<file path="src/rtl/mcgd_pkg.sv">
// ============================================================================
// mcgd_pkg
// Shared constants and types of the MIDI clock gate divider.
// ============================================================================
package mcgd_pkg;

    localparam int NUM_DIVIDERS     = 4;
    localparam int NUM_GATE_OUTPUTS = 8;
    localparam int NUM_REGS         = 2 * NUM_DIVIDERS;
    localparam int CFG_INDEX_W      = 4;
    localparam int CFG_DATA_W       = 8;

    // MIDI real-time messages
    localparam logic [7:0] MSG_CLOCK = 8'hF8;
    localparam logic [7:0] MSG_START = 8'hFA;
    localparam logic [7:0] MSG_STOP  = 8'hFC;

    // Register indexes
    localparam logic [CFG_INDEX_W-1:0] REG_ON_TICKS_A     = 4'd0;
    localparam logic [CFG_INDEX_W-1:0] REG_PERIOD_TICKS_A = 4'd1;
    localparam logic [CFG_INDEX_W-1:0] REG_ON_TICKS_B     = 4'd2;
    localparam logic [CFG_INDEX_W-1:0] REG_PERIOD_TICKS_B = 4'd3;
    localparam logic [CFG_INDEX_W-1:0] REG_ON_TICKS_C     = 4'd4;
    localparam logic [CFG_INDEX_W-1:0] REG_PERIOD_TICKS_C = 4'd5;
    localparam logic [CFG_INDEX_W-1:0] REG_ON_TICKS_D     = 4'd6;
    localparam logic [CFG_INDEX_W-1:0] REG_PERIOD_TICKS_D = 4'd7;

    localparam logic [CFG_DATA_W-1:0] REG_RESET [NUM_REGS] =
        '{8'd3, 8'd6, 8'd2, 8'd4, 8'd1, 8'd2, 8'd12, 8'd24};

    // Settings of one divider
    typedef struct packed {
        logic [7:0] on_ticks;
        logic [7:0] period_ticks;
    } div_cfg_t;

    // Result of one beat
    typedef struct packed {
        logic [NUM_GATE_OUTPUTS-1:0] gate_levels;
        logic                        led_level;
        logic                        clock_running;
    } result_t;

endpackage

</file>
<file path="src/rtl/midi_clock_gate_divider.sv">
// ============================================================================
// midi_clock_gate_divider
// MIDI real-time byte in, eight gates (six divided from the clock) and a status LED out.
// ============================================================================
//
//  channel | signals                                          | direction
//  --------+--------------------------------------------------+----------
//  in      | in_valid, in_ready, midi_byte                    | sink
//  out     | out_valid, out_ready, gate_levels, led_level,    | source
//          | clock_running                                    |
//  cfg     | cfg_write, cfg_index, cfg_data                   | write only
//
//  One beat per cycle sustained while out_ready holds; a byte is captured in the
//  input register and its result is then registered in the output register.
//  The state update is a single pass of four 8-bit increment/compare lanes.
//  Reset is asynchronous, active low; settings return to their defaults.
//  A stalled output holds its beat and the input register backs up behind it.
//
module midi_clock_gate_divider
    import mcgd_pkg::*;
(
    input  logic                        clk,
    input  logic                        rst_n,
    input  logic                        in_valid,
    output logic                        in_ready,
    input  logic [7:0]                  midi_byte,
    output logic                        out_valid,
    input  logic                        out_ready,
    output logic [NUM_GATE_OUTPUTS-1:0] gate_levels,
    output logic                        led_level,
    output logic                        clock_running,
    input  logic                        cfg_write,
    input  logic [CFG_INDEX_W-1:0]      cfg_index,
    input  logic [CFG_DATA_W-1:0]       cfg_data
);

    logic       s1_valid_reg;
    logic [7:0] s1_byte_reg;
    logic       s1_advance;
    logic       out_valid_reg;
    result_t    result_reg;
    result_t    result_next;
    div_cfg_t   div_cfg [NUM_DIVIDERS];

    mcgd_cfg_regs u_cfg_regs
    (
        .clk       (clk),
        .rst_n     (rst_n),
        .cfg_write (cfg_write),
        .cfg_index (cfg_index),
        .cfg_data  (cfg_data),
        .div_cfg   (div_cfg)
    );

    mcgd_core u_core
    (
        .clk         (clk),
        .rst_n       (rst_n),
        .step        (s1_advance),
        .msg         (s1_byte_reg),
        .div_cfg     (div_cfg),
        .result_next (result_next)
    );

    assign s1_advance = s1_valid_reg && (!out_valid_reg || out_ready);
    assign in_ready   = !s1_valid_reg || s1_advance;

    always_ff @(posedge clk or negedge rst_n)
    begin
        if (!rst_n)
        begin
            s1_valid_reg  <= 1'b0;
            out_valid_reg <= 1'b0;
        end
        else
        begin
            if (in_ready)
            begin
                s1_valid_reg <= in_valid;
            end
            if (s1_advance)
            begin
                out_valid_reg <= 1'b1;
            end
            else if (out_ready)
            begin
                out_valid_reg <= 1'b0;
            end
        end
    end

    always_ff @(posedge clk)
    begin
        if (in_ready && in_valid)
        begin
            s1_byte_reg <= midi_byte;
        end
        if (s1_advance)
        begin
            result_reg <= result_next;
        end
    end

    assign out_valid     = out_valid_reg;
    assign gate_levels   = result_reg.gate_levels;
    assign led_level     = result_reg.led_level;
    assign clock_running = result_reg.clock_running;

    // a stopped transport shows all gates low and the LED lit
    a_stopped_quiet : assert property (@(posedge clk) disable iff (!rst_n)
        (out_valid_reg && !result_reg.clock_running) |->
            ((result_reg.gate_levels == '0) && result_reg.led_level))
        else $error("gates active while stopped");

    // an accepted byte lands in the input register
    a_in_captured : assert property (@(posedge clk) disable iff (!rst_n)
        (in_valid && in_ready) |=> s1_valid_reg)
        else $error("accepted beat lost at input register");

    // a byte leaving the input register always produces a result beat
    a_result_loaded : assert property (@(posedge clk) disable iff (!rst_n)
        s1_advance |=> out_valid_reg)
        else $error("result beat missing");

    // a held result is not overwritten
    a_no_overwrite : assert property (@(posedge clk) disable iff (!rst_n)
        (out_valid_reg && !out_ready) |-> !s1_advance)
        else $error("result overwritten while stalled");

endmodule

</file>
<file path="src/rtl/mcgd_cfg_regs.sv">
// ============================================================================
// mcgd_cfg_regs
// Divider settings register file: on-tick counts and wrap periods.
// ============================================================================
module mcgd_cfg_regs
    import mcgd_pkg::*;
(
    input  logic                   clk,
    input  logic                   rst_n,
    input  logic                   cfg_write,
    input  logic [CFG_INDEX_W-1:0] cfg_index,
    input  logic [CFG_DATA_W-1:0]  cfg_data,
    output div_cfg_t               div_cfg [NUM_DIVIDERS]
);

    logic [CFG_DATA_W-1:0] regs_reg [NUM_REGS];

    always_ff @(posedge clk or negedge rst_n)
    begin
        if (!rst_n)
        begin
            for (int i = 0; i < NUM_REGS; i++)
            begin
                regs_reg[i] <= REG_RESET[i];
            end
        end
        else if (cfg_write && (cfg_index <= REG_PERIOD_TICKS_D))
        begin
            // drop writes beyond the last register
            regs_reg[cfg_index[$clog2(NUM_REGS)-1:0]] <= cfg_data;
        end
    end

    always_comb
    begin
        for (int d = 0; d < NUM_DIVIDERS; d++)
        begin
            div_cfg[d].on_ticks     = regs_reg[2*d];
            div_cfg[d].period_ticks = regs_reg[2*d+1];
        end
    end

endmodule

</file>
<file path="src/rtl/mcgd_core.sv">
// ============================================================================
// mcgd_core
// Transport state, tick counters and gate/LED levels, updated once per beat.
// ============================================================================
module mcgd_core
    import mcgd_pkg::*;
(
    input  logic       clk,
    input  logic       rst_n,
    input  logic       step,
    input  logic [7:0] msg,
    input  div_cfg_t   div_cfg [NUM_DIVIDERS],
    output result_t    result_next
);

    logic                        running_reg, running_next;
    logic                        pending_reg, pending_next;
    logic [7:0]                  cnt_reg  [NUM_DIVIDERS];
    logic [7:0]                  cnt_next [NUM_DIVIDERS];
    logic [NUM_GATE_OUTPUTS-1:0] gate_reg, gate_next;
    logic                        led_reg, led_next;
    logic [7:0]                  cnt_inc  [NUM_DIVIDERS];

    always_ff @(posedge clk or negedge rst_n)
    begin
        if (!rst_n)
        begin
            running_reg <= 1'b1;
            pending_reg <= 1'b1;
            gate_reg    <= '0;
            led_reg     <= 1'b1;
            for (int d = 0; d < NUM_DIVIDERS; d++)
            begin
                cnt_reg[d] <= '0;
            end
        end
        else
        begin
            running_reg <= running_next;
            pending_reg <= pending_next;
            gate_reg    <= gate_next;
            led_reg     <= led_next;
            for (int d = 0; d < NUM_DIVIDERS; d++)
            begin
                cnt_reg[d] <= cnt_next[d];
            end
        end
    end

    always_comb
    begin
        running_next = running_reg;
        pending_next = pending_reg;
        gate_next    = gate_reg;
        led_next     = led_reg;
        for (int d = 0; d < NUM_DIVIDERS; d++)
        begin
            cnt_inc[d]  = cnt_reg[d] + 8'd1;
            cnt_next[d] = cnt_reg[d];
        end

        if (step)
        begin
            priority if (msg == MSG_START)
            begin
                running_next  = 1'b1;
                pending_next  = 1'b1;
                gate_next[1:0] = 2'b11;
            end
            else if (msg == MSG_STOP)
            begin
                running_next = 1'b0;
                gate_next    = '0;
                led_next     = 1'b1;
            end
            else if ((msg == MSG_CLOCK) && running_reg)
            begin
                if (pending_reg)
                begin
                    // first clock after start or reset: realign all dividers
                    pending_next   = 1'b0;
                    gate_next[1:0] = 2'b00;
                    for (int d = 0; d < NUM_DIVIDERS; d++)
                    begin
                        cnt_next[d] = '0;
                    end
                end
                else
                begin
                    // advance, wrap once the period is reached
                    for (int d = 0; d < NUM_DIVIDERS; d++)
                    begin
                        cnt_next[d] = (div_cfg[d].period_ticks <= cnt_inc[d]) ?
                                      8'd0 : cnt_inc[d];
                    end
                end
                for (int d = 0; d < NUM_DIVIDERS - 1; d++)
                begin
                    gate_next[2*d+2 +: 2] = {2{cnt_next[d] < div_cfg[d].on_ticks}};
                end
                led_next = cnt_next[NUM_DIVIDERS-1] < div_cfg[NUM_DIVIDERS-1].on_ticks;
            end
            else
            begin
                // other bytes leave everything as is
                running_next = running_reg;
            end
        end
    end

    assign result_next.gate_levels   = gate_next;
    assign result_next.led_level     = led_next;
    assign result_next.clock_running = running_next;

endmodule
</file>
<file path="config.mk">
export PLATFORM = sky130hd
export DESIGN_NAME = midi_clock_gate_divider
export DESIGN_NICKNAME = d
export VERILOG_FILES = /design/src/rtl/mcgd_pkg.sv /design/src/rtl/midi_clock_gate_divider.sv /design/src/rtl/mcgd_cfg_regs.sv /design/src/rtl/mcgd_core.sv
export SDC_FILE = /design/constraint.sdc
export NUM_CORES = 1
export LEC_CHECK = 0
export BUFFER_PORTS_ARGS = -buffer_cell sky130_fd_sc_hd__buf_2
export CAP_MARGIN = 25
export CORE_MARGIN = 4
export CORE_UTILIZATION = 60
export DETAILED_ROUTE_END_ITERATION = 16
export HOLD_SLACK_MARGIN = 0.12
export PLACE_DENSITY = 0.78
export SETUP_SLACK_MARGIN = 0.2
export SYNTH_ARGS = -nofsm -noshare
export SYNTH_HDL_FRONTEND = slang
export SYNTH_SLANG_ARGS = --single-unit
</file>
<file path="constraint.sdc">
create_clock -name clk -period 9.95 [get_ports clk]
set_input_delay 0.995 -clock clk [delete_from_list [all_inputs] [get_ports clk]]
set_output_delay 0.995 -clock clk [all_outputs]
set_load 0.03 [all_outputs]
</file>
==> results of run 1 <==
-- placed cells by master, fill, tap and decap left out, types with 3 or more instances in the layout --
cell type / count
dfrtp_1: 94
ha_1: 64
nand2_1: 61
mux2_2: 54
inv_1: 48
nor2_1: 47
buf_2: 35
a21oi_1: 28
o21ai_0: 22
nand4_1: 20
o31ai_1: 20
clkbuf_16: 18
edfxtp_1: 18
nand3_1: 17
dfstp_2: 15
xnor2_1: 12
and3_1: 11
xor2_1: 11
a21o_1: 10
o211ai_1: 10
nor2b_1: 9
a211oi_1: 8
nand2b_1: 7
and2_1: 5
clkinv_2: 5
nor3_1: 4
and4_1: 4
clkbuf_1: 4
o21ai_1: 3
nor3b_2: 3
or3_1: 3
o2111ai_1: 3
clkbuf_8: 3
buf_4: 3
-- per-layer routing --
metal	up-vias	GRT usage [%]	wire, µm
met1	2498	31.34	6605
met3	30	6.841	830
met4	2	9.126	399
met5	-	0	7
li1	2446	-	-
met2	128	41.58	7760
-- worst max-delay path, stage by stage, from the launching register on --
cell       delay (ns)
dfrtp_1          0.43
and3_1           0.18
nand3_1          0.17
nor2_1           0.10
xnor2_1          0.33
ha_1             0.34
a21oi_1          0.13
o21ai_1          0.15
o21ai_1          0.80
nor2_1           0.09
ha_1             0.33
a21o_1           0.18
a21o_1           0.18
a211oi_1         0.26
o2bb2ai_1        0.12
a211oi_1         0.31
-- synth_stat cells (all sizes together) (10+ instances only) --
cell,n
edfxtp,18
and3,11
dfrtp,94
o211ai,10
nand3,17
xor2,11
dfstp,15
o31ai,20
o21ai,25
nand2,63
nand4,20
mux2,54
buf,10
xnor2,12
a21o,10
ha,64
inv,48
nor2,48
a21oi,29
-- through the flow --
step | power (W) | worst slack (ns) | hold slack (ns) | area [µm²]
5_1_grt | 0.001621 | 5.364 | 0.5162 | 7869
2_1_floorplan | 0.0008454 | 6.284 | 0.4459 | 6980
6_report | 0.001546 | 5.637 | 0.4736 | 7869
4_1_cts | 0.001555 | 5.694 | 0.4741 | 7869
3_3_place_gp | 0.0009070 | 5.961 | 0.4685 | 7277
3_5_place_dp | 0.0009298 | 5.690 | 0.4651 | 7277
-- power groups by stage --
stage / clock network (W) / logic, W / registers, W
3_3_place_gp: 0 / 0.000243 / 0.000664
3_5_place_dp: 0 / 0.000262 / 0.000668
5_1_grt: 0.000653 / 0.000299 / 0.000669
4_1_cts: 0.000628 / 0.000266 / 0.000661
6_report: 0.000618 / 0.000265 / 0.000662
2_1_floorplan: 0 / 0.000184 / 0.000661
-- cell families after synthesis --
| group | after synthesis | share of synthesized area [%] |
|---|---|---|
| DFF | 127 | 47.09 |
| muxes | 54 | 8.711 |
| and+or+nand+nor | 201 | 14.72 |
| adders and majority gates | 64 | 11.47 |
| AOI/OAI and AO/OA | 120 | 11.40 |
| buffers and inverters | 65 | 3.728 |
| xor gates and xnor gates | 23 | 2.886 |
-- worst max path at each step --
stage               slack (ns)              to  cells after the start               start
floorplan                 6.28  gate_levels[2]                     17  u_core.cnt_reg[24]
global placement          5.96  gate_levels[6]                     15  u_core.cnt_reg[12]
detailed placement        5.69  gate_levels[6]                     15   u_core.cnt_reg[9]
CTS                       5.69  gate_levels[7]                     15  u_core.cnt_reg[12]
global route              5.36  gate_levels[6]                     15  u_core.cnt_reg[12]
finish                    5.64  gate_levels[6]                     15  u_core.cnt_reg[12]
-- layout make-up --
type,instances,area [µm²],share of cell area [%]
multi-input cells,462,3433,43.63
clock inverters,7,85.08,1.081
flip-flops and latches,127,3287,41.77
repair buffers,38,197.7,2.512
well taps,143,178.9,2.274
clock buffers,25,506.7,6.440
inverters,48,180.2,2.290
==> metrics, run 1 <==
die area between 10,000 and 15,000 µm²; Setup TNS 0 ns; Clock power frac between 40% and 50%; Mean Syn Cell Area 10.67 µm²; Clock Path Buffers 2; Worst-Margin Slew 0.9741 ns; max capacitance violation total 0; CP required 10.17 ns; HP Class flip-flop to flip-flop; setup violators final 0; grt total ovfl 0; initial antenna violation count 1; Worst Hold Path EP u_core.led_reg; Die H around 120 µm; fin crit period 4.313 ns; antenna-violating nets left 0; RePlAce Congestion 0.8760; CTS tree yes; reg2reg end gate_levels[6]; fmax around 230 MHz; Clock transition at path regs 0.05 ns; Total Routing Usage GR ~25%; synthesized flop and latch total 127; Worst EP arrival about 4.5 ns; Synth Instances 654; worst skew pair latency between 0.4 and 0.5 ns; Post-synth EDFFs 18; Period Utilization, post-route about 43%; leakage 3.627 nW; critical path startpoint category flip-flop; asr flop ratio synth 85.83%; WL final around 16,000 µm; syn nets ~740; Rel. slew slack between 30 and 40%; cts hold-fix bufs 0; FF-to-FF setup slack approximately 5.6 ns; Detailed Route Iter0 Violations 364; fin util between 60% and 70%; crit path capture type flip-flop; switching share of power 26.65%; layout cell share with drive strength beyond 1 21.07%; cts repair resizes 0; placed cells 818; Hold Startpoint u_core.led_reg; Power Dens Cells around 200 nW/µm²; clock skew 0.007300 ns; post-DP HPWL around 11,000 µm; Residual DRC 0; CTS buffer count 17; Root Driver clkbuf_16; post-synthesis sequential area ratio 47.09%; Synth cell types 53; Core ar. 11,420 µm²; Pre-antenna DRT Iters 5; vias per inst 6.005; post-layout net count around 780; RSZ-0062 raised after global routing no; area leader, netlist dfrtp_1; Die W between 100 and 150 µm; per-cell routed wire length 18.36 µm; Mapped Area between 6000 and 7000 µm²; num rows 39; sequential power share a little over two fifths; combinational power share 17.2%; max reg flops 64; Ys Warns 0; Primary FF master, synth dfrtp_1; global-route wire length before repair approximately 26,000 µm; vias in the first global route about 5,200; Min-Delay Path Depth 2; Int Pwr approximately 0.0011 W; FILL cells between 800 and 900; r2r worst-path depth 15; H-tree depth 4; Hold Violations, Final 0; IO Port Bufs 36; worst vdd ir between 150 and 200 µV; R2R Path Start u_core.cnt_reg[12]; Non-Filler Instances 850; largest net degree at the start of global routing 67; CP Max Fanout 14; via count 5,104; Synth top area share between 30% and 40%; crit path kind flip-flop to flip-flop; num ports 37; Layout area overhead 12.73%; starting density of the core 61.13%; post-CTS setup buffer count 0; antenna cells 0; synth top area cells dfrtp_1, ha_1, mux2_2, edfxtp_1, dfstp_2; P_sw roughly 0.00041 W; final slew viol count 0; status completed; Sink Count approximately 130
(Power assumes the default switching activity.)
==> inputs of run 2 (changes only) <==
clock period = 4.05 ns   (was 9.95 ns; I/O delays follow)
==> run 2 against run 1 <==
Design area grew 6.3%. Sequential cell count unchanged. Worst hold slack worse by 0.31 ns. Clock power rose to 2.7 times the previous value. Via count up 2.6%. Maximum frequency is 14% higher. Sequential share of layout area fell by 2.5 points.
==> metrics, run 2 (synthesis results as in run 1) <==
CTS buffer count 17; placed cells a little over 800; Hold Violations, Final 0; Residual DRC 0; fin util between 70% and 80%; initial antenna violation count 0; fin crit period between 3 and 4 ns; num ports 37; max reg flops 64; post-layout net count between 800 and 900; setup violators final 0; Setup TNS 0 ns; final setup margin between 0.2 and 0.3 ns; crit path kind flip-flop to flip-flop; global-route wire length before repair between 20,000 and 30,000 µm; crit path capture type flip-flop; vias per inst about 6.0; Sink Count around 130; Power Dens Cells between 400 and 500 nW/µm²; largest net degree at the start of global routing between 60 and 70; vias in the first global route 5,185; Die W 115.9 µm; status completed; H-tree depth 4; most frequent cells in the layout dfrtp_1, ha_1, nand2_1; die area between 10,000 and 15,000 µm²; per-cell routed wire length between 15 and 20 µm; RePlAce Congestion about 0.84; leakage roughly 3.8 nW; Worst EP arrival roughly 3.9 ns; via count between 5,000 and 6,000; critical path startpoint category flip-flop; Clock transition at path regs roughly 0.06 ns; Worst-Margin Slew between 0.7 and 0.8 ns; antenna-violating nets left 0; worst vdd ir between 300 and 400 µV; fmax approximately 270 MHz; Root Driver clkbuf_16; Layout area overhead 19.84%; final slew viol count 0; HP Class input port to flip-flop; CP required 4.18 ns; grt total ovfl 0; post-DP HPWL approximately 11,000 µm; RSZ-0062 raised after global routing yes; Pre-antenna DRT Iters 5; WL final about 16,000 µm; num rows 39; Setup WS pre-CTS ~0.12 ns; Rel. slew slack 49.28%; CTS tree yes; clock skew between 0.005 and 0.006 ns; Period Utilization, post-route 93.07%; worst skew pair latency 0.42 ns; max capacitance violation total 0; Die H about 120 µm; Detailed Route Iter0 Violations around 340; IO Port Bufs 36; starting density of the core between 60% and 70%; antenna cells 0; Core ar. 11,420 µm²; CP Max Fanout 11; Non-Filler Instances a little under 900; Total Routing Usage GR between 20% and 30%; layout cell share with drive strength beyond 1 around 29%; most common cell after layout, fill and taps aside dfrtp_1; Clock Path Buffers 2
run 2: cell count changes in the layout (fill, tap and decap cells not counted), sizes merged:
cell	previous run	this run
buf	38	60
clkinv	5	1
bufinv	2	4
clkbuf	25	27
dlygate4sd3	0	1
run 2: final timing paths:
kind	from	cells past startpoint	slack, ns	endpoint
worst max-delay path	u_core.cnt_reg[0]	16	0.28	led_level
max in group asynchronous	rst_n	4	2.60	u_cfg_regs.div_cfg[11]
worst min register to register	u_core.led_reg	2	0.49	u_core.led_reg
min in group asynchronous	rst_n	2	0.42	u_core.cnt_reg[31]
worst min-delay path	midi_byte[0]	1	0.16	s1_byte_reg[0]
worst max register to register	u_core.cnt_reg[0]	16	0.28	led_level
run 2: area by class of cell:
type / instances / area [µm²]
multi-input combinational: 462 / 3674
sequential: 127 / 3288
fill: 777 / 3053
clock buffer: 27 / 523.0
timing repair buffer: 61 / 396.6
inverter: 48 / 180.2
tap: 143 / 178.9
clock inverter: 5 / 125.1
run 2: critical path, stage by stage (launching register included):
cell	delay, ns
dfrtp_1	0.43
ha_4	0.19
and3_1	0.22
nand3_1	0.14
xor2_2	0.25
ha_1	0.29
nand4_1	0.11
nor2_1	0.08
a221o_2	0.44
nand2_4	0.15
nor2_1	0.08
ha_1	0.32
nand4_1	0.17
a21oi_2	0.19
and3_1	0.17
and4_1	0.21
a211oi_2	0.05
run 2: through the flow:
stage,cell area (µm²),hold WS (ns),total power [W]
after CTS,8035,0.1482,0.003963
after floorplan,6980,0.1094,0.002077
final,8366,0.1595,0.004013
after detailed placement,7365,0.3107,0.002287
after global routing,8366,0.1495,0.004200
after global placement,7337,0.4661,0.002230
run 2: what timing repair did:
item | CTS | global route
hold buffers | 1 | 0
endpoints found under the hold margin | 19 | 0
buffers inserted | 0 | 13
pin swaps | 2 | 11
gates resized for setup | 3 | 45
endpoints found under the setup margin | 7 | 14
run 2: power by group:
part	total, W	leakage, nW	internal, W	switching [W]
combinational	0.000721	2.01	0.000323	0.000398
sequential	0.00163	1.48	0.00151	0.000115
clock	0.00166	0.318	0.00113	0.000535
run 2: metal layers:
layer	global-route usage, %	up-vias	part of all wire [%]
met4	9.049	0	2.4
met2	40.58	112	50
met3	5.483	31	4.2
met1	34.27	2600	43
met5	0	-	0
li1	-	2492	-
==> inputs of run 3 (changes only) <==
GPL_TIMING_DRIVEN = 0   (was default)
==> run 3 against run 2 <==
Via count grew 5.7%. Worst setup slack lost 0.18 ns. Wire length grew 14%. Critical path type unchanged. Total power shrank 5.7%. Sequential share of layout area shrank 1.3 points. Clock-buffer cell count shrank 8. Critical path depth grew 1. Core utilization grew 2.5 points. Non-clock buffer count grew 18. Clock skew is essentially flat. Clock power shrank 19%. Combinational power grew 12%.
==> metrics, run 3 (synthesis results as in run 1) <==
status completed; layout cell share with drive strength beyond 1 33.69%; Die H ~120 µm; grt total ovfl 0; Detailed Route Iter0 Violations about 430; starting density of the core about three fifths; CP required around 4.3 ns; placed cell area 7365 µm²; Clock power frac between 30% and 40%; critical path startpoint category flip-flop; Clock transition at path regs roughly 0.05 ns; post-route cell area just under 9000 µm²; post-layout net count approximately 820; via count about 5,500; combinational power share roughly a fifth; antenna cells 0; switching share of power 28.76%; Power Dens Cells ~440 nW/µm²; antenna-violating nets left 0; Period Utilization, post-route around 98%; IO Port Bufs 35; fmax around 250 MHz; worst vdd ir between 200 and 300 µV; fin crit period approximately 4.0 ns; Int Pwr 0.002695 W; vias in the first global route 5,534; global-route wire length before repair 27,990 µm; Core ar. 11,420 µm²; clock skew about 0.0055 ns; worst skew pair latency 0.42 ns; CTS buffer count 17; Total Routing Usage GR ~28%; fin util 75.76%; Layout area overhead 23.93%; Worst EP arrival 4.17 ns; FILL cells 727; setup violators final 0; CTS tree yes; Rel. slew slack 43.55%; Die W roughly 120 µm; crit path kind flip-flop to flip-flop; max reg flops 64; Hold Violations, Final 0; Sink Count approximately 130; crit path capture type flip-flop; P_sw 0.001088 W; vias per inst slightly above 6; CP Max Fanout 6; Pre-antenna DRT Iters 5; post-DP HPWL roughly 12,000 µm; final slew viol count 0; Worst-Margin Slew between 0.8 and 0.9 ns; max capacitance violation total 0; RePlAce Congestion 0.8581; largest net degree at the start of global routing 63; most common cell after layout, fill and taps aside dfrtp_1; WL final ~19,000 µm; per-cell routed wire length between 20 and 25 µm; num ports 37; Root Driver clkbuf_16; leakage about 3.8 nW; H-tree depth 4; initial antenna violation count 0; Clock Path Buffers 2; die area around 13,000 µm²; num rows 39; sequential power share a little over two fifths; most frequent cells in the layout dfrtp_1, nand2_1, mux2_2; HP Class input port to flip-flop; RSZ-0062 raised after global routing yes; Residual DRC 0
==> run 3: cell count changes in the layout (fill, tap and decap cells not counted), sizes merged <==
| cell | delta |
|---|---|
| bufinv | -3 |
| clkinv | +11 |
| buf | +10 |
==> run 3: metrics by stage <==
stage | hold slack (ns) | setup TNS [ns] | setup slack [ns] | instances | total power, W
floorplan | 0.1094 | 0 | 0.3836 | 654 | 0.002077
global placement | 0.4865 | -0.1787 | -0.07176 | 832 | 0.002229
detailed placement | 0.4729 | -1.552 | -0.3063 | 833 | 0.002290
CTS | 0.1498 | 0 | 0.1401 | 875 | 0.003668
global route | 0.1434 | -0.01395 | -0.01395 | 891 | 0.003961
finish | 0.1567 | 0 | 0.09802 | 891 | 0.003783
==> run 3: final cells by class <==
type	instances	area (µm²)	area share (%)
inverter	48	180.2	2.083
timing repair buffer	62	410.4	4.744
buffer	17	101.3	1.172
clock buffer	19	432.9	5.004
multi-input combinational	462	3980	46.01
sequential	127	3288	38.01
clock inverter	13	78.83	0.9112
tap	143	178.9	2.068
==> run 3: power by group through the flow <==
stage               Clock (W)  Combinational [W]  Sequential, W
finish                0.00134           0.000809        0.00163
global route          0.00142           0.000889        0.00165
CTS                   0.00135           0.000698        0.00162
detailed placement          0           0.000653        0.00164
global placement            0           0.000602        0.00163
floorplan                   0           0.000453        0.00162
==> run 3: final timing paths <==
kind | depth (start not counted) | start | to | slack, ns
hold / removal | 1 | midi_byte[5] | s1_byte_reg[5] | 0.16
max in group asynchronous | 3 | rst_n | u_cfg_regs.div_cfg[24] | 2.70
hold reg to reg | 1 | u_cfg_regs.div_cfg[29] | u_cfg_regs.div_cfg[29] | 0.50
min in group asynchronous | 2 | rst_n | u_core.cnt_reg[30] | 0.57
setup / recovery | 17 | u_core.cnt_reg[1] | led_level | 0.1
setup reg to reg | 17 | u_core.cnt_reg[1] | led_level | 0.1
==> run 3: critical path: stages (launching register included) <==
cell and delay (ns):
dfrtp_1 0.43, ha_4 0.19, and3_4 0.21, nand3_4 0.10, xor2_4 0.22, ha_4 0.28
nand4_1 0.20, o21bai_1 0.26, a221o_1 0.22, nand2_2 0.10, buf_8 0.15, buf_6 0.12
nor2_4 0.12, ha_4 0.21, nor2b_4 0.13, o41ai_4 0.39, a21oi_2 0.13, a211oi_4 0.26
==> run 3: per-layer routing <==
layer,vias to the layer above,wire (µm),global-route usage [%]
li1,2516,-,-
met3,63,1043,6.893
met2,192,9409,45.76
met5,-,0,0
met1,2763,7397,33.76
met4,0,804,13.61
==> run 3: repair_timing <==
action                                 in CTS  in global routing
buffers inserted                            9                 16
pin swaps                                  10                 39
endpoints found under the hold margin      41                  0
setup endpoints to repair                  14                 14
hold buffers                                1                  0
gates resized for setup                    31                 79
